**src/design/hpr_pkg.sv**
```systemverilog
// ----------------------------------------------------------------------------
// hpr_pkg: shared types and constants of the heading PD rotation command core
// Fixed-point constants, field widths and the controller-to-datapath command.
// ----------------------------------------------------------------------------
package hpr_pkg;

  localparam int ROBOT_SLOTS = 16;

  localparam int SLOT_W = 4;
  localparam int HEAD_W = 16;
  localparam int GAIN_W = 16;
  localparam int CMD_W  = 24;

  localparam int IN_TDATA_W  = 40;
  localparam int OUT_TDATA_W = 32;

  // configuration register indexes
  localparam logic [1:0] REG_PROP_GAIN     = 2'd0;
  localparam logic [1:0] REG_DAMP_GAIN     = 2'd1;
  localparam logic [1:0] REG_INV_STEP_TIME = 2'd2;

  localparam logic [15:0] PROP_GAIN_RST     = 16'd256;
  localparam logic [15:0] DAMP_GAIN_RST     = 16'd0;
  localparam logic [15:0] INV_STEP_TIME_RST = 16'd100;

  localparam logic [15:0] TWO_PI_Q13      = 16'd51472;
  localparam logic [21:0] DEG_PER_RAD_Q16 = 22'd3754937;
  localparam logic [15:0] DEG180_Q7       = 16'd23040;
  localparam logic [15:0] DEG360_Q7       = 16'd46080;
  localparam logic [10:0] RAD_PER_DEG_Q16 = 11'd1144;

  localparam logic signed [CMD_W-1:0] CMD_MAX = 24'sh7FFFFF;
  localparam logic signed [CMD_W-1:0] CMD_MIN = 24'sh800000;

  typedef struct packed {
    logic in_load;
    logic conv;
    logic err;
    logic deriv;
    logic sum;
    logic out_load;
  } hpr_cmd_t;

  // signed Q2.13 radians to unsigned Q9.7 degrees in 0..360
  function automatic logic [15:0] to_degrees(input logic [15:0] rad);
    logic [15:0] rad_u;
    logic [37:0] prod;
    rad_u = rad[15] ? (rad + TWO_PI_Q13) : rad;
    prod  = 38'(rad_u) * 38'(DEG_PER_RAD_Q16);
    prod  = prod + 38'(1 << 21);
    return prod[37:22];
  endfunction

endpackage

```
**src/design/hpr_ctrl.sv**
```systemverilog
// ----------------------------------------------------------------------------
// hpr_ctrl: sequencing controller
// Steps one item through the datapath and owns the channel handshakes.
// ----------------------------------------------------------------------------
module hpr_ctrl (
  input  logic             clk,
  input  logic             rst_n,
  input  logic             in_tvalid,
  output logic             in_tready,
  output logic             out_tvalid,
  input  logic             out_tready,
  output hpr_pkg::hpr_cmd_t cmd
);

  typedef enum logic [2:0] {
    S_IDLE,
    S_CONV,
    S_ERR,
    S_DERIV,
    S_SUM,
    S_SCALE
  } state_t;

  state_t state_r, state_nxt;
  logic   out_valid_r, out_valid_nxt;
  logic   out_free;

  assign out_free = !out_valid_r || out_tready;

  always_comb begin
    state_nxt     = state_r;
    out_valid_nxt = out_valid_r;
    cmd           = '0;
    if (out_valid_r && out_tready) begin
      out_valid_nxt = 1'b0;
    end
    unique case (state_r)
      S_IDLE: begin
        if (in_tvalid) begin
          cmd.in_load = 1'b1;
          state_nxt   = S_CONV;
        end
      end
      S_CONV: begin
        cmd.conv  = 1'b1;
        state_nxt = S_ERR;
      end
      S_ERR: begin
        cmd.err   = 1'b1;
        state_nxt = S_DERIV;
      end
      S_DERIV: begin
        cmd.deriv = 1'b1;
        state_nxt = S_SUM;
      end
      S_SUM: begin
        cmd.sum   = 1'b1;
        state_nxt = S_SCALE;
      end
      S_SCALE: begin
        // hold the finished item until the output register is free
        if (out_free) begin
          cmd.out_load  = 1'b1;
          out_valid_nxt = 1'b1;
          state_nxt     = S_IDLE;
        end
      end
      default: state_nxt = S_IDLE;
    endcase
  end

  always_ff @(posedge clk) begin
    if (!rst_n) begin
      state_r     <= S_IDLE;
      out_valid_r <= 1'b0;
    end else begin
      state_r     <= state_nxt;
      out_valid_r <= out_valid_nxt;
    end
  end

  assign in_tready  = (state_r == S_IDLE);
  assign out_tvalid = out_valid_r;

endmodule

```
**config.mk**
```make
export PLATFORM = sky130hd
export DESIGN_NAME = hpr_ctrl
export DESIGN_NICKNAME = d
export VERILOG_FILES = /design/src/design/hpr_pkg.sv /design/src/design/hpr_ctrl.sv
export SDC_FILE = /design/constraint.sdc
export NUM_CORES = 1
export LEC_CHECK = 0
export BUFFER_PORTS_ARGS = -buffer_cell sky130_fd_sc_hd__clkbuf_2
export CORE_AREA = 3 3 40 42
export CTS_BUF_LIST = sky130_fd_sc_hd__clkbuf_4
export DETAILED_ROUTE_END_ITERATION = 16
export DIE_AREA = 0 0 43 45
export GPL_TIMING_DRIVEN = 0
export HOLD_SLACK_MARGIN = 0.08
export PLACE_DENSITY = 0.41
export RECOVER_POWER = 50
export REMOVE_ABC_BUFFERS = 1
export SLEW_MARGIN = 10
export SYNTH_ARGS = -nofsm -noshare
export SYNTH_HDL_FRONTEND = slang
export SYNTH_SLANG_ARGS = --single-unit
```
**constraint.sdc**
```tcl
create_clock -name clk -period 1.5 [get_ports clk]
set_clock_uncertainty 0.2 [all_clocks]
set_input_delay 0.225 -clock clk [delete_from_list [all_inputs] [get_ports clk]]
set_output_delay 0.225 -clock clk [all_outputs]
set_load 0.005 [all_outputs]
```
==> flow_summary.ini <==
[global_routing]
use_met1_pct = 6.265
grtUsageTotal_pct = 5.246
grt_pass1_wl_um = 752
grtUsageMet2_pct = 7.186
gr-total-overflow = 0
gr-usage-met3_pct = 1.594
grt_pass1_vias = 191
grt_max_degree = 11
grt_antenna_before_repair = 0
top_usage_layer = met2

[yosys]
yosysWarningCount = 0
avgSynthCellArea_um2 = 9.059
syn_inst = 25
synthTopCellsByArea = dfxtp_1 (35%), nor3b_2 (11%), o21a_1 (6.6%)
yosysTopAreaCellShare_pct = 35.36
synth_area_um2 = 226.5
ys_types = 17
netlist.top_cell.by_area = dfxtp_1
yosysSeqAreaShare_pct = 35.36
ys_ff_latch = 4

[route]
drt-total-wl_um = 526
drc_errors = 0
wl_per_cell_um = 9.741
dr.pass1.iters = 2
drt_iter0_markers = 2
viasPerCell = 4.296
num_vias = 232
ant_nets = 0

[final_layout]
drive_above_1_share_pct = 48.72
fin_util_pct = 26.58
layout_common_cells = clkbuf_2 (9), clkbuf_4 (3), dfxtp_4 (3)
n_antenna_cell = 0
area_growth_pct = 50.83
layout_commonest_cell = clkbuf_2
final_nets = 45

[pwr]
leakagePower_nw = 0.1467
comb_power_share_pct = 16.0
power_mw = 0.3101
power_density_nw_per_um2 = 907.8
swShare_pct = 24.66
pwr-share-seq_pct = 41.3
max-vdd-ir-drop_mv = 0.4431
clkPwrFrac_pct = 42.7
internal-power_mw = 0.2336
p_sw_mw = 0.07646

[run]
maxCapViolCount = 0

[sta]
post-route-min-period_ps = 1442
fmax_ghz = 0.6935
setup_viol = 0
fin_ws_ps = 58.11
setup_tns_ps = 0
whs_ps = 74.98
worst_slew_pin_slew_ps = 174.6
rsz0062_at_grt = false
max_slew_margin_pct = 88.31
drv_slew = 0
period_share_pct = 96.13
hold_viol_final = 0

[clock_network]
cts_max_path_buffers = 2
insertion_delay_ps = 230
cts_htree_levels = 1
cts.sinks = 4
clk_pin_slew_ps = 40
cts_tree = yes
tritoncts.num_buffers = 3
root_buffer = clkbuf_4

[worst_setup_path]
worstSetupPathType = reg2out
start_kind = flop
worstPathArrival_ps = 1020
rrSetupSlack_ps = 310
path_max_fanout = 8
worstSetupEndpointType = output pin
worstReg2RegEnd = state_r[0]
r2r_cells = 3
critPathLaunch = state_r[0]
required_ps = 1070
r2r_start = state_r[2]

[die]
die_h_um = 45
die_w_um = 43
io-pin-count = 12
start_util_pct = 17.62
placementRows = 13
die-area_um2 = 1935
core_um2 = 1285

[worst_hold_path]
hold-path-cell-count = 4
holdPathEnd = state_r[0]
hp-class = in2reg
hp-start = out_tready

[placed_design]
hpwl_um = 389
port_buffers = 11
pre_cts_ws_ps = 199.0
gp_congestion = 0.6531

[outcome]
outcome = completed
final cells by class:
cell class / instances / area [um2]
clock buffer: 3 / 22.52
fill: 150 / 943.4
multi-input combinational: 20 / 146.4
sequential: 4 / 91.34
tap: 15 / 18.77
timing repair buffer: 12 / 62.56
state kept, by name, summed over array words and instances, names as in the netlist:
signal,flops
out_tvalid,1
state_r,3
power groups by stage:
stage / registers, mW / clock network (mW) / logic [mW]
floorplan: 0.124 / 0 / 0.0248
global placement: 0.127 / 0 / 0.0448
detailed placement: 0.127 / 0 / 0.0454
CTS: 0.128 / 0.139 / 0.0488
global route: 0.130 / 0.143 / 0.0544
finish: 0.128 / 0.132 / 0.0496
synth_stat cells:
library cell,instances
nor3b_2,2
nand2b_1,2
nor2_1,1
nor2b_1,1
buf_6,1
nand2_1,2
o21a_1,2
nand3_1,1
a21boi_0,1
nand3b_1,1
nor3b_1,1
dfxtp_1,4
a21oi_1,2
nor3_1,1
and2_1,1
or3_1,1
and3b_2,1
layer usage:
layer / vias to the layer above / wire length [um]
met4: 0 / 0
met5: - / 0
li1: 120 / -
met2: 9 / 236
met3: 0 / 37
met1: 103 / 251
repair_timing:
action,4_1_cts,5_1_grt
gates resized for setup,4,4
setup endpoints to repair,6,2
cloned,0,0
hold buffers,1,0
hold endpoints to repair,4,0
setup buffers,0,0
pin swaps,0,0
worst max-delay path by stage:
stage | to | slack, ps | cells after the start
final | cmd[5] | 60 | 3
after global routing | cmd[5] | 2 | 3
after CTS | cmd[5] | 40 | 3
after detailed placement | cmd[5] | 200 | 3
after global placement | cmd[5] | 210 | 3
after floorplan | cmd[5] | 280 | 2
worst max-delay path, stage by stage, from the launching register on:
cell	delay (ps)
dfxtp_4	370
nor3_4	180
and2_1	140
clkbuf_2	100
metrics by stage:
stage               instances  cell area, um2
floorplan                  24           215.2
global placement           50           289.0
detailed placement         50           289.0
CTS                        54           330.3
global route               54           341.6
finish                     54           341.6
logic make-up after synthesis:
kind of cell	Yosys count	synth area share, %
buffers and inverters	1	4.972
and+or+nand+nor	15	45.30
AOI/OAI and AO/OA	5	14.36
DFF	4	35.36
Power figures use the tool's default switching activity.
