==> config.mk <==
export PLATFORM = sky130hd
export DESIGN_NAME = hpr_dpath
export DESIGN_NICKNAME = d
export VERILOG_FILES = /design/src/design/hpr_pkg.sv /design/src/design/hpr_dpath.sv
export SDC_FILE = /design/constraint.sdc
export NUM_CORES = 2
export LEC_CHECK = 0
export ABC_AREA = 1
export ABC_CLOCK_PERIOD_IN_PS = 9300
export BUFFER_PORTS_ARGS = -buffer_cell sky130_fd_sc_hd__buf_2
export CORE_MARGIN = 2
export CORE_UTILIZATION = 40
export DETAILED_ROUTE_END_ITERATION = 8
export SKIP_CTS_REPAIR_TIMING = 1
export SYNTH_ARGS = -nofsm -noshare
export SYNTH_HDL_FRONTEND = slang
export SYNTH_SLANG_ARGS = --single-unit
==> constraint.sdc <==
create_clock -name clk -period 9.3 [get_ports clk]
set_clock_uncertainty 0.2 [all_clocks]
set_input_delay 0.465 -clock clk [delete_from_list [all_inputs] [get_ports clk]]
set_output_delay 0.465 -clock clk [all_outputs]
set_load 0.02 [all_outputs]
==> src/design/hpr_pkg.sv <==
// ----------------------------------------------------------------------------
// hpr_pkg: shared types and constants of the heading PD rotation command core
// Fixed-point constants, field widths and the controller-to-datapath command.
// ----------------------------------------------------------------------------
package hpr_pkg;

  localparam int ROBOT_SLOTS = 16;

  localparam int SLOT_W = 4;
  localparam int HEAD_W = 16;
  localparam int GAIN_W = 16;
  localparam int CMD_W  = 24;

  localparam int IN_TDATA_W  = 40;
  localparam int OUT_TDATA_W = 32;

  // configuration register indexes
  localparam logic [1:0] REG_PROP_GAIN     = 2'd0;
  localparam logic [1:0] REG_DAMP_GAIN     = 2'd1;
  localparam logic [1:0] REG_INV_STEP_TIME = 2'd2;

  localparam logic [15:0] PROP_GAIN_RST     = 16'd256;
  localparam logic [15:0] DAMP_GAIN_RST     = 16'd0;
  localparam logic [15:0] INV_STEP_TIME_RST = 16'd100;

  localparam logic [15:0] TWO_PI_Q13      = 16'd51472;
  localparam logic [21:0] DEG_PER_RAD_Q16 = 22'd3754937;
  localparam logic [15:0] DEG180_Q7       = 16'd23040;
  localparam logic [15:0] DEG360_Q7       = 16'd46080;
  localparam logic [10:0] RAD_PER_DEG_Q16 = 11'd1144;

  localparam logic signed [CMD_W-1:0] CMD_MAX = 24'sh7FFFFF;
  localparam logic signed [CMD_W-1:0] CMD_MIN = 24'sh800000;

  typedef struct packed {
    logic in_load;
    logic conv;
    logic err;
    logic deriv;
    logic sum;
    logic out_load;
  } hpr_cmd_t;

  // signed Q2.13 radians to unsigned Q9.7 degrees in 0..360
  function automatic logic [15:0] to_degrees(input logic [15:0] rad);
    logic [15:0] rad_u;
    logic [37:0] prod;
    rad_u = rad[15] ? (rad + TWO_PI_Q13) : rad;
    prod  = 38'(rad_u) * 38'(DEG_PER_RAD_Q16);
    prod  = prod + 38'(1 << 21);
    return prod[37:22];
  endfunction

endpackage

==> src/design/hpr_dpath.sv <==
// ----------------------------------------------------------------------------
// hpr_dpath: heading error and PD command datapath
// Angle conversion, wrap and fold, per-slot derivative state, gain products,
// scaling to rad/s with saturation, gain registers and the output register.
// ----------------------------------------------------------------------------
module hpr_dpath (
  input  logic                             clk,
  input  logic                             rst_n,
  input  hpr_pkg::hpr_cmd_t                cmd,
  input  logic [hpr_pkg::IN_TDATA_W-1:0]   in_tdata,
  input  logic                             cfg_wr,
  input  logic [1:0]                       cfg_addr,
  input  logic [15:0]                      cfg_data,
  output logic [hpr_pkg::OUT_TDATA_W-1:0]  out_tdata
);

  localparam int SW = hpr_pkg::SLOT_W;
  localparam int CW = hpr_pkg::CMD_W;

  // gain registers
  logic [15:0] prop_gain_r, damp_gain_r, inv_step_r;

  // per-slot state
  logic [15:0]          prev_mag_r [hpr_pkg::ROBOT_SLOTS];
  logic signed [CW-1:0] last_der_r [hpr_pkg::ROBOT_SLOTS];

  // item pipeline registers
  logic [SW-1:0]        slot_r;
  logic                 slot_ok_r;
  logic [15:0]          lead_r, robo_r;
  logic [15:0]          deg_l_r, deg_r_r;
  logic [15:0]          err_r;
  logic                 plus_r;
  logic                 prev_nz_r;
  logic signed [CW-1:0] old_der_r;
  logic signed [16:0]   delta_r;
  logic signed [CW-1:0] deriv_r;
  logic [31:0]          kp_r;
  logic [30:0]          mag31_r;
  logic                 big_r;
  logic                 neg_r;

  // output register
  logic [SW-1:0]        out_slot_r;
  logic [CW-1:0]        out_cmd_r;
  logic                 out_cw_r;

  // error step
  logic signed [16:0]   diff;
  logic [15:0]          mag;
  logic                 far;
  logic [15:0]          err_nxt;
  logic [15:0]          prev_sel;
  logic signed [CW-1:0] der_sel;

  // derivative step
  logic signed [33:0]   d_full;
  logic signed [CW-1:0] d_sat;
  logic signed [CW-1:0] deriv_nxt;

  // sum step
  logic signed [40:0]   dd;
  logic signed [41:0]   sum;
  logic signed [41:0]   v;
  logic [41:0]          vabs;

  // scale step
  logic [41:0]          scaled;
  logic [23:0]          m;
  logic [CW-1:0]        cmd_nxt;

  always_ff @(posedge clk) begin
    if (!rst_n) begin
      prop_gain_r <= hpr_pkg::PROP_GAIN_RST;
      damp_gain_r <= hpr_pkg::DAMP_GAIN_RST;
      inv_step_r  <= hpr_pkg::INV_STEP_TIME_RST;
    end else if (cfg_wr) begin
      unique case (cfg_addr)
        hpr_pkg::REG_PROP_GAIN:     prop_gain_r <= cfg_data;
        hpr_pkg::REG_DAMP_GAIN:     damp_gain_r <= cfg_data;
        hpr_pkg::REG_INV_STEP_TIME: inv_step_r  <= cfg_data;
        default: ;
      endcase
    end
  end

  // heading difference, turn sign and fold
  always_comb begin
    diff     = $signed({1'b0, deg_l_r}) - $signed({1'b0, deg_r_r});
    mag      = diff[16] ? 16'(-diff) : diff[15:0];
    far      = (mag >= hpr_pkg::DEG180_Q7);
    err_nxt  = far ? (hpr_pkg::DEG360_Q7 - mag) : mag;
    prev_sel = slot_ok_r ? prev_mag_r[slot_r] : 16'd0;
    der_sel  = slot_ok_r ? last_der_r[slot_r] : '0;
  end

  always_comb begin
    d_full = delta_r * $signed({1'b0, inv_step_r});
    if (d_full > 34'(hpr_pkg::CMD_MAX)) begin
      d_sat = hpr_pkg::CMD_MAX;
    end else if (d_full < 34'(hpr_pkg::CMD_MIN)) begin
      d_sat = hpr_pkg::CMD_MIN;
    end else begin
      d_sat = d_full[CW-1:0];
    end
    // zero stored magnitude keeps the last derivative
    deriv_nxt = prev_nz_r ? d_sat : old_der_r;
  end

  always_comb begin
    dd   = $signed({1'b0, damp_gain_r}) * deriv_r;
    sum  = $signed({10'd0, kp_r}) + 42'(dd);
    v    = plus_r ? sum : -sum;
    vabs = v[41] ? 42'(-v) : 42'(v);
  end

  // |v| of 2^31 or more always saturates after the pi/180 scale
  always_comb begin
    scaled = 42'(mag31_r) * 42'(hpr_pkg::RAD_PER_DEG_Q16) + 42'(1 << 17);
    m      = scaled[41:18];
    if (neg_r) begin
      if (big_r || m > 24'd8388608) begin
        cmd_nxt = hpr_pkg::CMD_MIN;
      end else begin
        cmd_nxt = 24'(-m);
      end
    end else begin
      if (big_r || m > 24'd8388607) begin
        cmd_nxt = hpr_pkg::CMD_MAX;
      end else begin
        cmd_nxt = m;
      end
    end
  end

  always_ff @(posedge clk) begin
    if (cmd.in_load) begin
      slot_r    <= in_tdata[SW-1:0];
      slot_ok_r <= (7'(in_tdata[SW-1:0]) < 7'(hpr_pkg::ROBOT_SLOTS));
      lead_r    <= in_tdata[SW+15:SW];
      robo_r    <= in_tdata[SW+31:SW+16];
    end
    if (cmd.conv) begin
      deg_l_r <= hpr_pkg::to_degrees(lead_r);
      deg_r_r <= hpr_pkg::to_degrees(robo_r);
    end
    if (cmd.err) begin
      err_r     <= err_nxt;
      plus_r    <= diff[16] ? far : !far;
      prev_nz_r <= (prev_sel != 16'd0);
      old_der_r <= der_sel;
      delta_r   <= $signed({1'b0, err_nxt}) - $signed({1'b0, prev_sel});
    end
    if (cmd.deriv) begin
      deriv_r <= deriv_nxt;
      kp_r    <= 32'(err_r) * 32'(prop_gain_r);
    end
    if (cmd.sum) begin
      mag31_r <= vabs[30:0];
      big_r   <= |vabs[41:31];
      neg_r   <= v[41];
    end
    if (cmd.out_load) begin
      out_slot_r <= slot_r;
      out_cmd_r  <= cmd_nxt;
      out_cw_r   <= plus_r;
    end
  end

  always_ff @(posedge clk) begin
    if (!rst_n) begin
      for (int i = 0; i < hpr_pkg::ROBOT_SLOTS; i++) begin
        prev_mag_r[i] <= '0;
        last_der_r[i] <= '0;
      end
    end else if (cmd.deriv && slot_ok_r) begin
      prev_mag_r[slot_r] <= err_r;
      last_der_r[slot_r] <= deriv_nxt;
    end
  end

  assign out_tdata = {3'd0, out_cw_r, out_cmd_r, out_slot_r};

endmodule

==> out/summary.txt <==
total track usage: 0.219
Max Slew Vio Count: 0
iteration count of the initial detailed-routing pass: 7
Ys Warns: 0
Residual DRC: 0
Initial Util: 0.402
worst setup path endpoint: last_der_r[12][3]$_SDFFCE_PN0P_
Die Height: 498 microns
Total Routed Length: 269000 microns
setup violators final: 0
run status: finished clean
maxcap violations: 0
gr ovfl total: 0
number of synthesized register bits: 937
post-DR wirelength/cell: 18.7 microns
RSZ-0062 raised after global routing: no
Longest Clk Path Bufs: 3
Syn-to-layout area delta: 8.22%
Post-Syn Instances: 11200
critical path endpoint category: register
CTS tree: yes
Synth Cell Area: 97700 sq um
Worst slew margin: 0.248
largest net degree at the start of global routing: 195
Placeable Area: 243000 sq um
crit path launch type: register
Worst R2R Setup Slack: 690 ps
boundary pin count: 99
root buf cell: clkbuf_16
sequential area share after synthesis: 0.283
share of the synthesized area in the top cell type: 0.272
final net count: 13200
fraction of layout cells with a size suffix above 1: 0.0541
vias in the first global route: 76800
reg-to-reg endpoint: last_der_r[12][3]$_SDFFCE_PN0P_
Mapped Avg Cell Area: 8.74 sq um
Fmax: 116 MHz
synth top area cells: edfxtp_1 (27%), fa_1 (25%), inv_1 (10%)
CP required: 9650 ps
clock-pin slew on the worst setup and hold paths: 70 ps
Reg-to-Reg Start: delta_r[12]$_DFFE_PP_
vias per cell: 5.07
GPL Wtd Cong: 0.915
CP max FO: 17
crit path from: delta_r[12]$_DFFE_PP_
CTS H-tree depth: 3
fin crit period: 8610 ps
Async S/R FF share, synth: 0
setup TNS: 0 ps
period utilization: 0.926
most area-hungry cell type in the Yosys netlist: edfxtp_1
FP Rows: 181
Vias: 73100
TritonCTS Buffers: 105
Reg2Reg Depth: 23
first-pass GRT wire length: 429000 microns
Setup CP Type: reg2reg
post-DP HPWL: 200000 microns
die area: 248000 sq um
Min-Delay Path Class: in2reg
die width: 498 microns
initial antenna violation count: 4
ANT nets after route: 0
1st-iter DRT viols: 5498
Least-Margin Pin Slew: 1130 ps
PortBufs: 91
Critical Path AT: 8960 ps
Synth Flop Type: edfxtp_1
final hold viol count: 0
clock sink count: 937
Yosys cell types: 65
number of enable flip-flop cells after synthesis: 885
Clock Latency Late Sink: 770 ps
==> worst min-delay path by stage <==
stage	start	to	slack (ps)	cells past startpoint
after CTS	in_tdata[8]	lead_r[4]$_DFFE_PP_	-400	1
after floorplan	plus_r$_DFFE_PP_	out_cw_r$_DFFE_PP_	220	0
after detailed placement	inv_step_r[13]$_SDFFE_PN0P_	inv_step_r[13]$_SDFFE_PN0P_	350	2
final	cfg_addr[0]	prop_gain_r[8]$_SDFFE_PN1P_	80	5
after global routing	cfg_addr[0]	prop_gain_r[8]$_SDFFE_PN1P_	70	5
after global placement	inv_step_r[13]$_SDFFE_PN0P_	inv_step_r[13]$_SDFFE_PN0P_	350	2
==> cell usage in the layout, fill, tap and decap left out, drive strengths merged, types with 4 or more instances in the layout <==
cell / Yosys / layout
a21boi: 12 / 12
o31ai: 5 / 5
o211ai: 71 / 71
a31oi: 12 / 12
dfxtp: 52 / 52
nor4: 9 / 9
clkinv: 3 / 51
a21o: 17 / 17
clkinvlp: 0 / 5
nand3: 552 / 552
inv: 2620 / 2626
nor2: 984 / 984
bufinv: 0 / 9
xor2: 178 / 178
ha: 746 / 746
xnor2: 78 / 78
clkbuf: 439 / 123
o21ai: 302 / 302
a21oi: 394 / 394
o21a: 7 / 7
nor3: 43 / 43
mux2i: 64 / 64
o21bai: 13 / 13
nand3b: 9 / 9
buf: 55 / 264
edfxtp: 885 / 885
dlygate4sd3: 0 / 54
nand4: 104 / 104
o221ai: 4 / 4
a22oi: 96 / 96
fa: 1231 / 1231
nand2: 2170 / 2170
==> critical path, cell delays in order, from the launching register on <==
cell	delay (ps)
edfxtp_1	910
nand2_1	180
fa_1	560
inv_1	60
fa_1	520
inv_1	50
fa_1	520
fa_1	450
fa_1	550
inv_1	60
fa_1	500
ha_1	390
nand2_1	160
nor4_1	360
nand4_1	140
nand3_1	180
xor2_1	200
nand2_1	80
nor3_1	150
nand3_1	110
o31ai_2	700
buf_4	320
nand3_1	650
a21oi_1	350
==> Yosys cell counts, drive strengths merged (13+ instances only) <==
cell / n
dfxtp: 52
buf: 55
nor2: 984
fa: 1231
a21oi: 394
xnor2: 78
o21bai: 13
inv: 2620
mux2i: 64
nor3: 43
nand4: 104
ha: 746
a21o: 17
o21ai: 302
edfxtp: 885
nand3: 552
o211ai: 71
xor2: 178
nand2: 2170
a22oi: 96
clkbuf: 439
==> metal layers <==
metal  GRT usage  part of all wire  vias to the layer above  wire length (microns)
li1            -                 -                    34200                      -
met1       0.281              0.41                    36100                 111000
met2       0.377              0.49                     2252                 131000
met3      0.0273             0.061                      487                  16400
met4      0.0812             0.040                        0                  10700
met5           0                 0                        -                      0
==> sequential cells by signal, indices dropped and copies added (netlist names), 16 cells and up, named ones only <==
| register | flops |
|---|---|
| last_der_r | 384 |
| deg_r_r | 16 |
| robo_r | 16 |
| mag31_r | 31 |
| deg_l_r | 16 |
| inv_step_r | 16 |
| prop_gain_r | 16 |
| out_cmd_r | 24 |
| damp_gain_r | 16 |
| deriv_r | 24 |
| delta_r | 17 |
| kp_r | 32 |
| prev_mag_r | 256 |
| err_r | 16 |
| old_der_r | 24 |
| lead_r | 16 |
==> per-stage QoR <==
step	setup slack (ps)	util	std cells	cell area, sq um	hold WS, ps
4_1_cts	648	0.433	14300	105000	-398
2_1_floorplan	1620	-	11200	97800	221
5_1_grt	115	0.435	14400	106000	71.1
6_report	688	0.435	14400	106000	81.2
3_5_place_dp	745	0.419	14200	102000	349
3_3_place_gp	787	0.419	14200	102000	354
==> final cells by class <==
class                   count  area [sq um]
diodes                      3          7.51
clock inverters            68           728
flip-flops and latches    937         27600
clock buffers             123          2750
fillers                 23500        137000
multi-input cells        7126         58500
repair buffers            318          2320
well taps                3202          4010
inverters                2623          9850
==> cells by family (layout without fill, tap and decap cells) <==
group / Yosys count / after routing / share of synthesized area
fa+ha+maj: 1977 / 1977 / 0.348
compound gates: 944 / 944 / 0.0557
buf+inv: 3117 / 3132 / 0.120
mux: 65 / 65 / 0.00667
other cells: 1 / 6 / 0.0000384
xor+xnor: 256 / 256 / 0.0236
flops: 937 / 937 / 0.283
simple gates: 3881 / 3881 / 0.163
Power is left out: the tool's default activity adds up to more than one toggle a clock period on the data nets, which glitch-free logic cannot reach.
